## src/rtl/core/cartridge_bank_mapper_macros.svh

```systemverilog
// ----------------------------------------------------------------------------
// Cartridge bank mapper assertion macros
// Shared shorthand for the concurrent checks in the mapper modules.
// ----------------------------------------------------------------------------
`ifndef CARTRIDGE_BANK_MAPPER_MACROS_SVH
`define CARTRIDGE_BANK_MAPPER_MACROS_SVH

// Consequent must hold in the same cycle as the antecedent.
`define CBM_ASSERT_NOW(label, clk, rst, ante, cons) \
  label: assert property (@(posedge clk) disable iff (rst) (ante) |-> (cons)) \
    else $error("cartridge bank mapper: same-cycle check failed");

// Consequent must hold in the cycle after the antecedent.
`define CBM_ASSERT_NEXT(label, clk, rst, ante, cons) \
  label: assert property (@(posedge clk) disable iff (rst) (ante) |=> (cons)) \
    else $error("cartridge bank mapper: next-cycle check failed");

`endif

```

## src/rtl/core/cbm_pkg.sv

```systemverilog
// ----------------------------------------------------------------------------
// Cartridge bank mapper package
// Types and constants shared by the mapper modules.
// ----------------------------------------------------------------------------
package cbm_pkg;

  typedef enum logic [2:0] {
    ACT_NONE      = 3'd0,
    ACT_ROM_READ  = 3'd1,
    ACT_RAM_READ  = 3'd2,
    ACT_RAM_WRITE = 3'd3,
    ACT_FIXED     = 3'd4
  } action_t;

  // Address regions, selected by address bits 15:13.
  localparam logic [2:0] RegionRamEnable = 3'b000;
  localparam logic [2:0] RegionRomBank   = 3'b001;
  localparam logic [2:0] RegionRamBank   = 3'b010;
  localparam logic [2:0] RegionExtRam    = 3'b101;

  localparam logic [3:0] RamEnableKey   = 4'hA;
  localparam logic [7:0] RamBankMax     = 8'h03;
  localparam logic [7:0] ClockSelLow    = 8'h08;
  localparam logic [7:0] ClockSelHigh   = 8'h0C;
  localparam logic [7:0] OpenBusData    = 8'hFF;
  localparam logic [7:0] ClockStubData  = 8'h00;
  localparam logic [6:0] RomBankDefault = 7'd1;

  typedef struct packed {
    logic        kind;
    logic [15:0] address;
    logic [7:0]  write_data;
  } req_t;

  typedef struct packed {
    action_t     action;
    logic [20:0] mem_address;
    logic [7:0]  data_out;
  } result_t;

  typedef struct packed {
    logic [6:0] rom_bank;
    logic [1:0] ram_bank;
    logic       ram_enabled;
    logic       clock_selected;
  } bank_state_t;

endpackage

```

## src/rtl/core/cartridge_bank_mapper.sv

```systemverilog
// ----------------------------------------------------------------------------
// Cartridge bank mapper
// Bank controller that turns bus transactions into ROM and RAM requests.
// ----------------------------------------------------------------------------
// The mapper takes one transaction per clock and gives exactly one result per
// transaction: the transaction waits in an input register, is decoded against
// the current bank state, and its result lands in the output register while
// any control write it carries updates the bank state in the same edge.
// Throughput is one transaction per cycle whenever the output side does not
// stall.
`include "cartridge_bank_mapper_macros.svh"

module cartridge_bank_mapper
  import cbm_pkg::*;
(
  input  logic        clk,
  input  logic        rst,
  input  logic        in_valid,
  output logic        in_stall,
  input  logic        kind,
  input  logic [15:0] address,
  input  logic [7:0]  write_data,
  output logic        out_valid,
  input  logic        out_stall,
  output logic [2:0]  action,
  output logic [20:0] mem_address,
  output logic [7:0]  data_out
);

  logic        s1_valid;
  req_t        s1_req;
  result_t     out_res;
  result_t     dec_res;
  bank_state_t state;
  logic        out_free;
  logic        advance;

  assign out_free = !out_valid || !out_stall;
  assign advance  = s1_valid && out_free;
  assign in_stall = s1_valid && !out_free;

  always_ff @(posedge clk) begin
    if (rst) begin
      s1_valid <= 1'b0;
    end else if (!in_stall) begin
      s1_valid <= in_valid;
    end
  end

  always_ff @(posedge clk) begin
    if (in_valid && !in_stall) begin
      s1_req.kind       <= kind;
      s1_req.address    <= address;
      s1_req.write_data <= write_data;
    end
  end

  cbm_decode u_decode (
    .req   (s1_req),
    .state (state),
    .res   (dec_res)
  );

  cbm_ctrl_regs u_ctrl_regs (
    .clk    (clk),
    .rst    (rst),
    .update (advance),
    .req    (s1_req),
    .state  (state)
  );

  always_ff @(posedge clk) begin
    if (rst) begin
      out_valid <= 1'b0;
    end else if (out_free) begin
      out_valid <= s1_valid;
    end
  end

  always_ff @(posedge clk) begin
    if (advance) begin
      out_res <= dec_res;
    end
  end

  assign action      = out_res.action;
  assign mem_address = out_res.mem_address;
  assign data_out    = out_res.data_out;

  `CBM_ASSERT_NOW(a_stall_needs_item, clk, rst, in_stall, s1_valid && out_valid)
  `CBM_ASSERT_NEXT(a_advance_fills_output, clk, rst, advance, out_valid)
  `CBM_ASSERT_NOW(a_rom_read_no_data, clk, rst, out_valid && (action == ACT_ROM_READ || action == ACT_RAM_READ), data_out == 8'd0)

endmodule

```

## src/rtl/core/cbm_ctrl_regs.sv

```systemverilog
// ----------------------------------------------------------------------------
// Cartridge bank mapper control registers
// Holds the bank selects and enable flags and applies control writes.
// ----------------------------------------------------------------------------
`include "cartridge_bank_mapper_macros.svh"

module cbm_ctrl_regs
  import cbm_pkg::*;
(
  input  logic        clk,
  input  logic        rst,
  input  logic        update,
  input  req_t        req,
  output bank_state_t state
);

  bank_state_t state_next;

  always_comb begin
    state_next = state;
    if (update && req.kind) begin
      case (req.address[15:13])
        RegionRamEnable: begin
          state_next.ram_enabled = (req.write_data[3:0] == RamEnableKey);
        end
        RegionRomBank: begin
          if (req.write_data[6:0] == 7'd0) begin
            state_next.rom_bank = RomBankDefault;
          end else begin
            state_next.rom_bank = req.write_data[6:0];
          end
        end
        RegionRamBank: begin
          if (req.write_data <= RamBankMax) begin
            state_next.ram_bank       = req.write_data[1:0];
            state_next.clock_selected = 1'b0;
          end else if (req.write_data inside {[ClockSelLow:ClockSelHigh]}) begin
            state_next.clock_selected = 1'b1;
          end
        end
        default: begin
          state_next = state;
        end
      endcase
    end
  end

  always_ff @(posedge clk) begin
    if (rst) begin
      state.rom_bank       <= RomBankDefault;
      state.ram_bank       <= 2'd0;
      state.ram_enabled    <= 1'b0;
      state.clock_selected <= 1'b0;
    end else begin
      state <= state_next;
    end
  end

  `CBM_ASSERT_NOW(a_rom_bank_nonzero, clk, rst, 1'b1, state.rom_bank != 7'd0)
  `CBM_ASSERT_NEXT(a_rom_bank_load, clk, rst, update && req.kind && req.address[15:13] == RegionRomBank && req.write_data[6:0] != 7'd0, state.rom_bank == $past(req.write_data[6:0]))
  `CBM_ASSERT_NEXT(a_ram_bank_clears_clock, clk, rst, update && req.kind && req.address[15:13] == RegionRamBank && req.write_data <= RamBankMax, !state.clock_selected && state.ram_bank == $past(req.write_data[1:0]))
  `CBM_ASSERT_NEXT(a_read_keeps_state, clk, rst, update && !req.kind, $stable(state))

endmodule

```

## src/rtl/core/cbm_decode.sv

```systemverilog
// ----------------------------------------------------------------------------
// Cartridge bank mapper decoder
// Translates one bus transaction into a memory request using the bank state.
// ----------------------------------------------------------------------------
module cbm_decode
  import cbm_pkg::*;
(
  input  req_t        req,
  input  bank_state_t state,
  output result_t     res
);

  logic        in_ext_ram;
  logic [20:0] ram_address;
  logic [20:0] rom_address;

  assign in_ext_ram  = (req.address[15:13] == RegionExtRam);
  assign ram_address = {6'd0, state.ram_bank, req.address[12:0]};
  assign rom_address = req.address[14] ? {state.rom_bank, req.address[13:0]}
                                       : {7'd0, req.address[13:0]};

  always_comb begin
    res.action      = ACT_NONE;
    res.mem_address = 21'd0;
    res.data_out    = 8'd0;
    if (req.kind) begin
      if (in_ext_ram && state.ram_enabled && !state.clock_selected) begin
        res.action      = ACT_RAM_WRITE;
        res.mem_address = ram_address;
        res.data_out    = req.write_data;
      end
    end else if (!req.address[15]) begin
      res.action      = ACT_ROM_READ;
      res.mem_address = rom_address;
    end else if (in_ext_ram && state.ram_enabled && !state.clock_selected) begin
      res.action      = ACT_RAM_READ;
      res.mem_address = ram_address;
    end else if (in_ext_ram && state.ram_enabled) begin
      res.action   = ACT_FIXED;
      res.data_out = ClockStubData;
    end else begin
      res.action   = ACT_FIXED;
      res.data_out = OpenBusData;
    end
  end

endmodule

```

## config.mk

```make
export PLATFORM = sky130hd
export DESIGN_NAME = cartridge_bank_mapper
export DESIGN_NICKNAME = d
export VERILOG_FILES = /design/src/rtl/core/cbm_pkg.sv /design/src/rtl/core/cartridge_bank_mapper.sv /design/src/rtl/core/cbm_ctrl_regs.sv /design/src/rtl/core/cbm_decode.sv
export VERILOG_INCLUDE_DIRS = /design/src /design/src/rtl/core
export SDC_FILE = /design/constraint.sdc
export NUM_CORES = 1
export LEC_CHECK = 0
export ABC_CLOCK_PERIOD_IN_PS = 5600
export BUFFER_PORTS_ARGS = -buffer_cell sky130_fd_sc_hd__buf_2
export CAP_MARGIN = 5
export CORE_ASPECT_RATIO = 0.5
export CORE_MARGIN = 4
export CORE_UTILIZATION = 53
export CTS_CLUSTER_DIAMETER = 40
export CTS_CLUSTER_SIZE = 28
export DETAILED_ROUTE_END_ITERATION = 7
export PLACE_DENSITY = 0.91
export SYNTH_ARGS = -nofsm -noshare
export SYNTH_HDL_FRONTEND = slang
export SYNTH_SLANG_ARGS = --single-unit
```

## constraint.sdc

```tcl
create_clock -name clk -period 5.6 [get_ports clk]
set_clock_uncertainty 0.15 [all_clocks]
set_input_delay 1.12 -clock clk [delete_from_list [all_inputs] [get_ports clk]]
set_output_delay 1.12 -clock clk [all_outputs]
set_load 0.02 [all_outputs]
```

==> summary.txt <==
Main combinational cell family by area after synthesis -> simple AND/OR/NAND/NOR gates
Pin count of the biggest net entering global routing -> 34
PortBufs -> 62
Pleak -> 0.00133 uW
CTS clk-pin slew, worst paths -> 0.06 ns
Slowest-stage cell, CP -> and3_1
Pwr Density -> 329 nW/um^2
First-pass GRT wire length -> 7.75 mm
Syn Std Cell Area -> 2540 sq um
Startpoint Class -> primary input
Max Root-Sink Buffers -> 2
Via count -> 1518
Crit-path most repeated cell -> buf_2
Slew Viols, Final -> 0
Compound-Gate Fraction of Synth Area -> 0.0457
Fin worst setup slack -> 2.69 ns
Sequential area share after synthesis -> 0.775
Die area -> 6040 sq um
Post-synthesis net count -> 185
Dpl ws -> 2.01 ns
Clock H-tree levels -> 3
CTS tree -> yes
Nets -> 254
Share of cells above drive strength 1 -> 0.343
Synth area leader -> edfxtp_1
Root buffer selected by CTS -> clkbuf_8
RSZ-0062 raised after global routing -> false
DRT iter0 DRCs -> 56
Initial antenna violation count -> 0
EDFF count, synth -> 57
Max_slew headroom -> 0.208
Avg WL per Cell -> 16.0 microns
Vias in the first global route -> 1571
Worst slew pin tran -> 1.18 ns
Hold Buf Count CTS -> 0
Post-synth top area share -> 0.673
Worst Path Arrival -> 1.64 ns
Hold Path End -> u_ctrl_regs.state[6]
Ant. Diodes -> 0
Placeable Area -> 4510 sq um
Simple-Gate Fraction of Synth Area -> 0.134
Worst Hold Launch -> u_ctrl_regs.state[6]
Row cnt -> 17
RR Startpoint -> s1_valid
Min Hold Slack -> 0.350 ns
Status -> completed
Post-CTS Setup Inserts -> 0
Gp weighted congestion -> 0.887
DP Area -> 2920 sq um
Synth Area in XOR/XNOR -> 0
DIE HEIGHT -> 57 microns
Count leader, synth -> edfxtp_1
Main synth FF type -> edfxtp_1
Adder-Cell Fraction of Synth Area -> 0
Max_cap viols -> 0
Area Growth Syn to Fin -> 22.8%
Fin crit share -> 0.519
Antenna viol nets, final -> 0
Io pins -> 63
Post-route DRC -> 0
Hold crit path type -> reg -> reg
Total grt overflow -> 0
Reg-to-Reg End -> u_ctrl_regs.state[4]
CP Cell Sequence -> buf_2 > and3_1 > buf_2
Req. time, crit path -> 4.33 ns
Routed wire length -> 4.75 mm
Largest cells by area after synthesis -> edfxtp_1 67%, dfxtp_1 10%, mux2i_1 3.5%
Mux cell area share after synthesis -> 0.0354
Setup Crit Path Kind -> in -> out
FF-to-FF path depth -> 6
Max IR drop VDD -> 0.195 mV
Post_cts resized -> 0
Latest clock arrival within the worst-skew pair -> 0.33 ns
Total GRT Usage -> 0.171
Asr flop ratio synth -> 0
Syn avg cell area -> 16.3 sq um
CTS sink count -> 70
Synth Register Bits -> 70
Critical path's largest stage delay -> 0.22 ns
Die width -> 106 microns
Top cells by count, synth -> 57 x edfxtp_1, 14 x and2_1, 14 x nor2_1, 13 x dfxtp_1, 9 x mux2i_1
Hold Fails Final Rpt -> 0
Setup TNS Final -> 0 ns
Initial Util -> 0.564
DP HPWL -> 3.18 mm
CTS Buf Count -> 9
CP max FO -> 3
Post-DR vias/cell -> 5.13
Synth cell types -> 28
Worst hold stages -> 2
Worst reg2reg setup slack -> 3.37 ns
F_max -> 344 MHz
Syn Inst Count -> 156
Minimum clock period -> 2.91 ns
Ys Warns -> 0
Design Area, Final -> 3130 sq um
Final setup violation count -> 0
CP endpoint kind -> output pin
Drt first pass iters -> 5
how the worst max path moves through the flow:
stage	start	cells past startpoint	slack, ns	end
2_1_floorplan	out_stall	2	2.49	s1_req[0]
3_3_place_gp	out_stall	6	2.20	u_ctrl_regs.state[4]
3_5_place_dp	out_stall	6	2.01	u_ctrl_regs.state[4]
4_1_cts	out_stall	6	2.36	u_ctrl_regs.state[4]
5_1_grt	out_stall	3	2.67	in_stall
6_report	out_stall	3	2.69	in_stall
kinds of logic (layout without fill, tap and decap cells):
kind of cell | Yosys count | in the layout
buffers and inverters | 6 | 80
muxes | 9 | 9
and+or+nand+nor | 55 | 55
AOI/OAI and AO/OA | 16 | 16
DFF | 70 | 70
stage by stage:
step           utilization  cells  power [uW]
2_1_floorplan            -    156         645
3_3_place_gp         0.647    279         671
3_5_place_dp         0.647    279         675
4_1_cts              0.687    295        1040
5_1_grt              0.693    296        1070
6_report             0.693    296        1030
routing by layer:
metal  up-vias  track usage  share of wire
li1        719            -              -
met2        66        0.301           0.52
met1       720        0.183           0.38
met3        13       0.0633          0.075
met5         -            0              0
met4         0       0.0959          0.023
cell usage in the layout (no fill, tap or decap), types with 2 or more instances in the layout:
cell / count
nor4_1: 2
clkbuf_8: 12
nor2b_1: 2
buf_2: 62
mux2i_1: 9
edfxtp_1: 57
a21o_1: 8
a21oi_1: 3
nor2_1: 14
and2_1: 14
nand2b_1: 3
and3_1: 7
clkbuf_1: 4
dfxtp_1: 13
nor3_1: 3
or2_1: 2
state kept, by name (all words and copies together) (netlist names):
register	count
s1_valid	1
u_ctrl_regs.state	11
s1_req	25
out_valid	1
mem_address	21
data_out	8
action	3
final cells by class:
class / instances / area [sq um]
Timing Repair Buffer: 63 / 338
Sequential cell: 70 / 1970
Fill cell: 333 / 1380
Multi-Input combinational cell: 80 / 549
Inverter: 1 / 3.75
Tap cell: 66 / 82.6
Clock buffer: 16 / 180
power breakdown:
part	internal, uW	switching [uW]	leakage, uW
Combinational	25.0	41.4	0.000590
Clock	198	164	0.0000910
Sequential	589	11.0	0.000650
Total	812	216	0.00133
critical path: cells and delay by family:
family	cells	cell delay (ns)
simple gates	1	0.22
buf+inv	2	0.29
Note: power is estimated with default switching activity, not from simulation.
